<file path="config.mk">
export PLATFORM = sky130hd
export DESIGN_NAME = fully_assoc_lru_miss_counter
export DESIGN_NICKNAME = d
export VERILOG_FILES = /design/src/sv/falru_pkg.sv /design/src/sv/falru_lookup.sv /design/src/sv/falru_lines.sv /design/src/sv/fully_assoc_lru_miss_counter.sv
export SDC_FILE = /design/constraint.sdc
export NUM_CORES = 2
export LEC_CHECK = 0
export BUFFER_PORTS_ARGS = -buffer_cell sky130_fd_sc_hd__buf_2
export CAP_MARGIN = 20
export CORE_ASPECT_RATIO = 0.75
export CORE_MARGIN = 2
export CORE_UTILIZATION = 31
export CTS_BUF_LIST = sky130_fd_sc_hd__clkbuf_2 sky130_fd_sc_hd__clkbuf_4 sky130_fd_sc_hd__clkbuf_8
export CTS_CLUSTER_SIZE = 20
export DETAILED_ROUTE_END_ITERATION = 6
export GPL_ROUTABILITY_DRIVEN = 0
export PLACE_DENSITY = 0.54
export SLEW_MARGIN = 10
export SYNTH_ARGS = -nofsm -noshare
export SYNTH_HDL_FRONTEND = slang
export SYNTH_SLANG_ARGS = --single-unit
</file>
<file path="constraint.sdc">
create_clock -name clk -period 10.62 [get_ports clk]
set_input_delay 1.062 -clock clk [delete_from_list [all_inputs] [get_ports clk]]
set_output_delay 1.062 -clock clk [all_outputs]
set_load 0.03 [all_outputs]
</file>
<file path="src/sv/falru_pkg.sv">
`default_nettype none

package falru_pkg;

  localparam int NUM_LINES       = 64;
  localparam int LINE_SIZE_BYTES = 64;
  localparam int ADDRESS_BITS    = 32;

  localparam int ADDR_W     = 32;
  localparam int MISS_W     = 32;
  localparam int EFF_ADDR_W = (ADDRESS_BITS < ADDR_W) ? ADDRESS_BITS : ADDR_W;
  localparam int OFFSET_W   = $clog2(LINE_SIZE_BYTES);
  localparam int TAG_W      = EFF_ADDR_W - OFFSET_W;
  localparam int IDX_W      = $clog2(NUM_LINES);
  localparam int RANK_W     = IDX_W;
  localparam int LIMIT_W    = RANK_W + 1;

  typedef logic [ADDR_W-1:0]  addr_t;
  typedef logic [TAG_W-1:0]   tag_t;
  typedef logic [IDX_W-1:0]   idx_t;
  typedef logic [RANK_W-1:0]  rank_t;
  typedef logic [LIMIT_W-1:0] limit_t;
  typedef logic [MISS_W-1:0]  miss_t;

  localparam rank_t  RANK_LAST  = rank_t'(NUM_LINES - 1);
  localparam limit_t LIMIT_FREE = limit_t'(NUM_LINES);
  localparam miss_t  MISS_MAX   = {MISS_W{1'b1}};

  // Outcome of one lookup: the slot that becomes most recent, and the rank
  // below which every other valid line ages by one step.
  typedef struct packed {
    logic   hit;
    idx_t   slot;
    limit_t limit;
  } lkp_t;

endpackage

`default_nettype wire

</file>
<file path="src/sv/falru_lookup.sv">
`default_nettype none

module falru_lookup (
  input  wire falru_pkg::tag_t                       line_i,
  input  wire falru_pkg::tag_t                       tag_i   [falru_pkg::NUM_LINES],
  input  wire logic [falru_pkg::NUM_LINES-1:0]       valid_i,
  input  wire falru_pkg::rank_t                      rank_i  [falru_pkg::NUM_LINES],
  output falru_pkg::lkp_t                            lkp_o
);
  import falru_pkg::*;

  logic  hit_found;
  idx_t  hit_idx;
  rank_t hit_rank;
  logic  free_found;
  idx_t  free_idx;
  idx_t  victim_idx;

  // Lowest index wins for both the matching line and the free slot.
  always_comb begin
    hit_found  = 1'b0;
    hit_idx    = '0;
    hit_rank   = '0;
    free_found = 1'b0;
    free_idx   = '0;
    victim_idx = '0;
    for (int i = NUM_LINES - 1; i >= 0; i--) begin
      if (valid_i[i] && tag_i[i] == line_i) begin
        hit_found = 1'b1;
        hit_idx   = idx_t'(i);
        hit_rank  = rank_i[i];
      end
      if (!valid_i[i]) begin
        free_found = 1'b1;
        free_idx   = idx_t'(i);
      end
      if (valid_i[i] && rank_i[i] == RANK_LAST) begin
        victim_idx = idx_t'(i);
      end
    end
  end

  always_comb begin
    lkp_o.hit = hit_found;
    if (hit_found) begin
      lkp_o.slot  = hit_idx;
      lkp_o.limit = {1'b0, hit_rank};
    end else if (free_found) begin
      lkp_o.slot  = free_idx;
      lkp_o.limit = LIMIT_FREE;
    end else begin
      lkp_o.slot  = victim_idx;
      lkp_o.limit = {1'b0, RANK_LAST};
    end
  end

endmodule

`default_nettype wire

</file>
<file path="src/sv/falru_lines.sv">
`default_nettype none

module falru_lines (
  input  wire logic                                  clk,
  input  wire logic                                  rst_n,
  input  wire logic                                  upd_en_i,
  input  wire falru_pkg::tag_t                       line_i,
  input  wire falru_pkg::lkp_t                       lkp_i,
  output falru_pkg::tag_t                            tag_o   [falru_pkg::NUM_LINES],
  output logic [falru_pkg::NUM_LINES-1:0]            valid_o,
  output falru_pkg::rank_t                           rank_o  [falru_pkg::NUM_LINES]
);
  import falru_pkg::*;

  tag_t                 tag_r  [NUM_LINES];
  logic [NUM_LINES-1:0] valid_r;
  rank_t                rank_r [NUM_LINES];

  always_ff @(posedge clk) begin
    if (!rst_n) begin
      valid_r <= '0;
      for (int i = 0; i < NUM_LINES; i++) begin
        rank_r[i] <= '0;
      end
    end else if (upd_en_i) begin
      for (int i = 0; i < NUM_LINES; i++) begin
        if (idx_t'(i) == lkp_i.slot) begin
          valid_r[i] <= 1'b1;
          rank_r[i]  <= '0;
        end else if (valid_r[i] && {1'b0, rank_r[i]} < lkp_i.limit) begin
          rank_r[i] <= rank_t'(rank_r[i] + rank_t'(1));
        end
      end
    end
  end

  always_ff @(posedge clk) begin
    if (upd_en_i && !lkp_i.hit) begin
      tag_r[lkp_i.slot] <= line_i;
    end
  end

  assign tag_o   = tag_r;
  assign valid_o = valid_r;
  assign rank_o  = rank_r;

  a_slot_most_recent: assert property (@(posedge clk) disable iff (!rst_n)
    upd_en_i |=> valid_r[$past(lkp_i.slot)] && rank_r[$past(lkp_i.slot)] == '0)
    else $error("updated slot is not valid and most recent");

  a_valid_grows: assert property (@(posedge clk) disable iff (!rst_n)
    $past(rst_n) |-> $countones(valid_r) >= $past($countones(valid_r)))
    else $error("a resident line was dropped");

  a_miss_fills: assert property (@(posedge clk) disable iff (!rst_n)
    upd_en_i && !lkp_i.hit && !(&valid_r) |=>
      $countones(valid_r) == $past($countones(valid_r)) + 1)
    else $error("miss with a free slot did not fill it");

endmodule

`default_nettype wire

</file>
<file path="src/sv/fully_assoc_lru_miss_counter.sv">
`default_nettype none

// Channel   Direction  Handshake              Payload
// request   in         start, busy            in_byte_address
// result    out        out_valid (strobe)     out_hit, out_miss_total
//
// A request is taken on every clock edge with start high; busy stays low.
// Its result appears for one cycle, after the input register and one lookup stage
// that compares all line tags in parallel and updates the recency ranks, from the output register.
// Throughput is one request per cycle.
// Synchronous reset empties the cache and clears the miss count at once.
// The receiver cannot stall the result strobe.

module fully_assoc_lru_miss_counter (
  input  wire logic              clk,
  input  wire logic              rst_n,
  input  wire logic              start,
  output logic                   busy,
  input  wire falru_pkg::addr_t  in_byte_address,
  output logic                   out_valid,
  output logic                   out_hit,
  output falru_pkg::miss_t       out_miss_total
);
  import falru_pkg::*;

  logic                 in_vld_r;
  tag_t                 line_r;
  miss_t                miss_r;
  miss_t                miss_nxt;
  logic                 out_valid_r;
  logic                 out_hit_r;
  miss_t                out_miss_r;
  lkp_t                 lkp;
  tag_t                 tag_w   [NUM_LINES];
  logic [NUM_LINES-1:0] valid_w;
  rank_t                rank_w  [NUM_LINES];

  assign busy = 1'b0;

  always_ff @(posedge clk) begin
    if (!rst_n) begin
      in_vld_r <= 1'b0;
    end else begin
      in_vld_r <= start;
    end
  end

  always_ff @(posedge clk) begin
    if (start) begin
      line_r <= in_byte_address[EFF_ADDR_W-1:OFFSET_W];
    end
  end

  falru_lookup u_lookup (
    .line_i  (line_r),
    .tag_i   (tag_w),
    .valid_i (valid_w),
    .rank_i  (rank_w),
    .lkp_o   (lkp)
  );

  falru_lines u_lines (
    .clk      (clk),
    .rst_n    (rst_n),
    .upd_en_i (in_vld_r),
    .line_i   (line_r),
    .lkp_i    (lkp),
    .tag_o    (tag_w),
    .valid_o  (valid_w),
    .rank_o   (rank_w)
  );

  always_comb begin
    miss_nxt = miss_r;
    if (in_vld_r && !lkp.hit && miss_r != MISS_MAX) begin
      miss_nxt = miss_t'(miss_r + miss_t'(1));
    end
  end

  always_ff @(posedge clk) begin
    if (!rst_n) begin
      miss_r      <= '0;
      out_valid_r <= 1'b0;
    end else begin
      miss_r      <= miss_nxt;
      out_valid_r <= in_vld_r;
    end
  end

  always_ff @(posedge clk) begin
    if (in_vld_r) begin
      out_hit_r  <= lkp.hit;
      out_miss_r <= miss_nxt;
    end
  end

  assign out_valid      = out_valid_r;
  assign out_hit        = out_hit_r;
  assign out_miss_total = out_miss_r;

  a_result_follows: assert property (@(posedge clk) disable iff (!rst_n)
    start |=> ##1 out_valid)
    else $error("request produced no result");

  a_total_matches: assert property (@(posedge clk) disable iff (!rst_n)
    out_valid |-> out_miss_total == miss_r)
    else $error("reported miss total differs from the counter");

  a_hit_keeps_count: assert property (@(posedge clk) disable iff (!rst_n)
    in_vld_r && lkp.hit |=> miss_r == $past(miss_r))
    else $error("miss counter moved on a hit");

endmodule

`default_nettype wire

</file>
==> key figures <==
Outcome
  • Status: complete, but fails checks
  • Failing checks: DRC

Hold path
  • Worst min-delay path class: in2reg
  • Hold endpoint: line_r[21]
  • Cell depth of the worst hold path: 1
  • Hold wc startpoint: in_byte_address[27]

STA
  • Max-slew violations: 0
  • Max Clk Rate: 106 MHz
  • Least-Margin Pin Slew: 1.32 ns
  • Final hold violations: 0
  • Max_slew headroom: around a tenth
  • Final period util: 89.1%
  • Crit path time final: approximately 9.5 ns
  • Fin Setup TNS: 0 ns
  • Final setup violation count: 0
  • Skew final: between 0.15 and 0.2 ns
  • RSZ-0062 raised after global routing: false

CTS
  • Clk_lat worst skew: 1.12 ns
  • Post-CTS sizing: 0
  • Clock transition at path regs: 0.06 ns
  • Setup Buffers After CTS: 0
  • CTS tree: yes
  • CTS Hold Buffers Added: 0
  • Number of CTS-inserted buffers: 360
  • Clock Sinks: 2205
  • Longest Clk Path Bufs: 4
  • H-tree depth: 5
  • CTS root buf: clkbuf_8

Drt
  • Initial DRC count: 11400
  • Top Metal Used: met5
  • Via/cell ratio: 5.50
  • DR WL/cell: approximately 26 um
  • Met2 WL post-DR: about 160 mm
  • # DRC: 1
  • Post-route ant nets: 0
  • Routed met1 length: 197 mm
  • First-pass iteration count of the detailed router: 7
  • Met3 WL: 40.3 mm
  • WL final: 407 mm
  • Vias: roughly 90000

Yosys
  • Synth top area cells: edfxtp_1 (45%), xnor2_1 (10%), dfxtp_1 (8.4%)
  • Netlist Area Pre-Place: 0.115 mm2
  • Dominant cell type by area after synthesis: edfxtp_1
  • Seq/Total Area, Yosys: 53.2%
  • Number of synthesized flops with an enable pin: 1723
  • Async SR Flop Fraction: 0%
  • Syn avg cell area: 11.2 um2
  • Synth Register Bits: 2205
  • Top cell type's share of synthesized area: 44.8%
  • Synth Flop Type: edfxtp_1
  • Post-Syn Nets: around 11000
  • Post-synthesis instance total: about 10000
  • Synth warn: 0
  • Distinct cells, synth: 117

Cells and area
  • Final non-filler cell total: 15900
  • Final #Nets: ~11000
  • P&R area growth vs syn: 13.0%
  • Layout cells sized above 1: 11.4%

GRT
  • Vias in the first global route: 80700
  • GRT overflow: 0
  • First-pass GRT wire length: 584 mm
  • Total track usage: around 21%
  • Initial antenna violation count: 25
  • Largest net degree at the start of global routing: 84

Floorplanning
  • Die Width: between 700 and 800 um
  • Die Area: 0.377 mm2
  • # rows: 194
  • Die Y: about 530 um
  • Core ar.: 0.372 mm2
  • Ports: 70
  • Starting Density: between 30% and 40%

Critical path
  • Crit end category: flip-flop
  • Crit start category: flip-flop
  • Critical path class: reg2reg
  • R2R cell count: 28
  • FF-to-FF Start: line_r[15]
  • Critical Path RT: 11.60 ns
  • Slowest cell on crit path: edfxtp_1
  • Worst R2R End: u_lines.rank_o[89]
  • Max FO, Critical Path: 39
  • R2R setup slack: 1.15 ns
  • CP max stage delay: 1.03 ns
  • Setup crit start: line_r[15]
  • CP Data Arrival Time: 10.45 ns

Pwr
  • Peak VDD IR: 0.130 mV
  • Pleak: 42.6 nW
  • Pwr Density: around 140 mW/mm2

Placement
  • Inst Count DP: 15300
  • I/O Buffers: 62
  • DP HPWL: 282 mm

Run
  • Max-cap viol count: 0
## state kept, by name (all words and copies together) (netlist names)
name             count
u_lines.tag_o     1664
u_lines.valid_o     64
in_vld_r             1
out_miss_total      32
u_lines.rank_o     384
line_r              26
out_hit              1
out_valid            1
miss_r              32
## area by class of cell
class	count	area, um2
Fill cell	37000	241000
Sequential cell	2205	61400
Multi-Input combinational cell	7420	51000
Tap cell	4998	6250
Clock buffer	499	6120
Timing Repair Buffer	429	3680
Clock inverter	135	993
Inverter	249	942
Antenna cell	12	30.0
## metrics by stage
step / area, um2 / util, % / setup WS (ns) / power, mW / hold WS (ns)
after detailed placement: 123000 / 33.2 / 1.48 / 11.1 / 0.499
after global placement: 123000 / 33.2 / 1.45 / 11.1 / 0.488
after CTS: 130000 / 35.1 / 1.45 / 18.8 / 0.112
after global routing: 130000 / 35.1 / 0.852 / 19.3 / 0.157
after floorplan: 115000 / - / 1.18 / 10.6 / 0.461
final: 130000 / 35.1 / 1.15 / 18.6 / 0.206
## cells in the mapped netlist (all sizes together) (64+ instances only)
cell / count
a21o: 104
a21oi: 380
a31oi: 64
and2: 93
and3: 131
buf: 226
clkbuf: 183
dfxtp: 482
edfxtp: 1723
ha: 321
inv: 249
mux2i: 76
nand2: 549
nand3: 443
nand4: 702
nor2: 709
nor3: 173
nor4: 219
o21ai: 445
or2: 88
or3: 69
or4: 87
xnor2: 1343
xor2: 413
## worst max-delay path by stage
stage	slack, ns	to	depth (start not counted)
4_1_cts	1.45	u_lines.rank_o[39]	27
5_1_grt	0.85	u_lines.rank_o[315]	31
3_3_place_gp	1.45	u_lines.rank_o[173]	28
2_1_floorplan	1.18	u_lines.rank_o[239]	30
6_report	1.15	u_lines.rank_o[89]	28
3_5_place_dp	1.48	u_lines.rank_o[173]	28
## routing by layer
metal | track usage [%] | vias to the layer above
met5 | 0 | -
met4 | 5.58 | 6
met3 | 4.42 | 689
met2 | 27.8 | 4244
met1 | 33.0 | 43400
li1 | - | 39400
## logic make-up (layout without fill, tap and decap cells)
kind of cell	Yosys count	in the layout	synth area share (%)
and+or+nand+nor	3620	3620	16.9
DFF	2205	2205	53.2
xor gates and xnor gates	1756	1756	13.3
AOI/OAI and AO/OA	1580	1580	8.88
buffers and inverters	658	1312	2.97
adders and majority gates	365	365	3.87
muxes	98	98	0.874
other	1	13	0.00325
## worst max-delay path: cells and delay by family (launching register included)
kind	cells	cell delay, ns
adder cells (fa/ha/maj)	1	0.36
AND/OR/NAND/NOR	7	2.37
AO/OA/AOI/OAI	16	4.57
XOR/XNOR	1	0.20
multiplexers	1	0.15
flip-flops	1	1.03
buffers and inverters	2	0.63
## cells in the final DEF (no fill, tap or decap), drive strengths merged, types with 260 or more instances in the layout
cell type	n
inv	260
clkbuf	501
o21ai	445
a21oi	380
nand2	549
ha	321
buf	427
dfxtp	482
nor2	709
edfxtp	1723
nand3	443
xor2	413
nand4	702
xnor2	1343
## power by group
part / switching, mW / total (mW) / internal, mW
registers: 0.0503 / 9.42 / 9.37
clock network: 3.70 / 7.69 / 3.99
logic: 1.06 / 1.52 / 0.464
total: 4.81 / 18.6 / 13.8
Note: power is estimated with default switching activity, not from simulation.
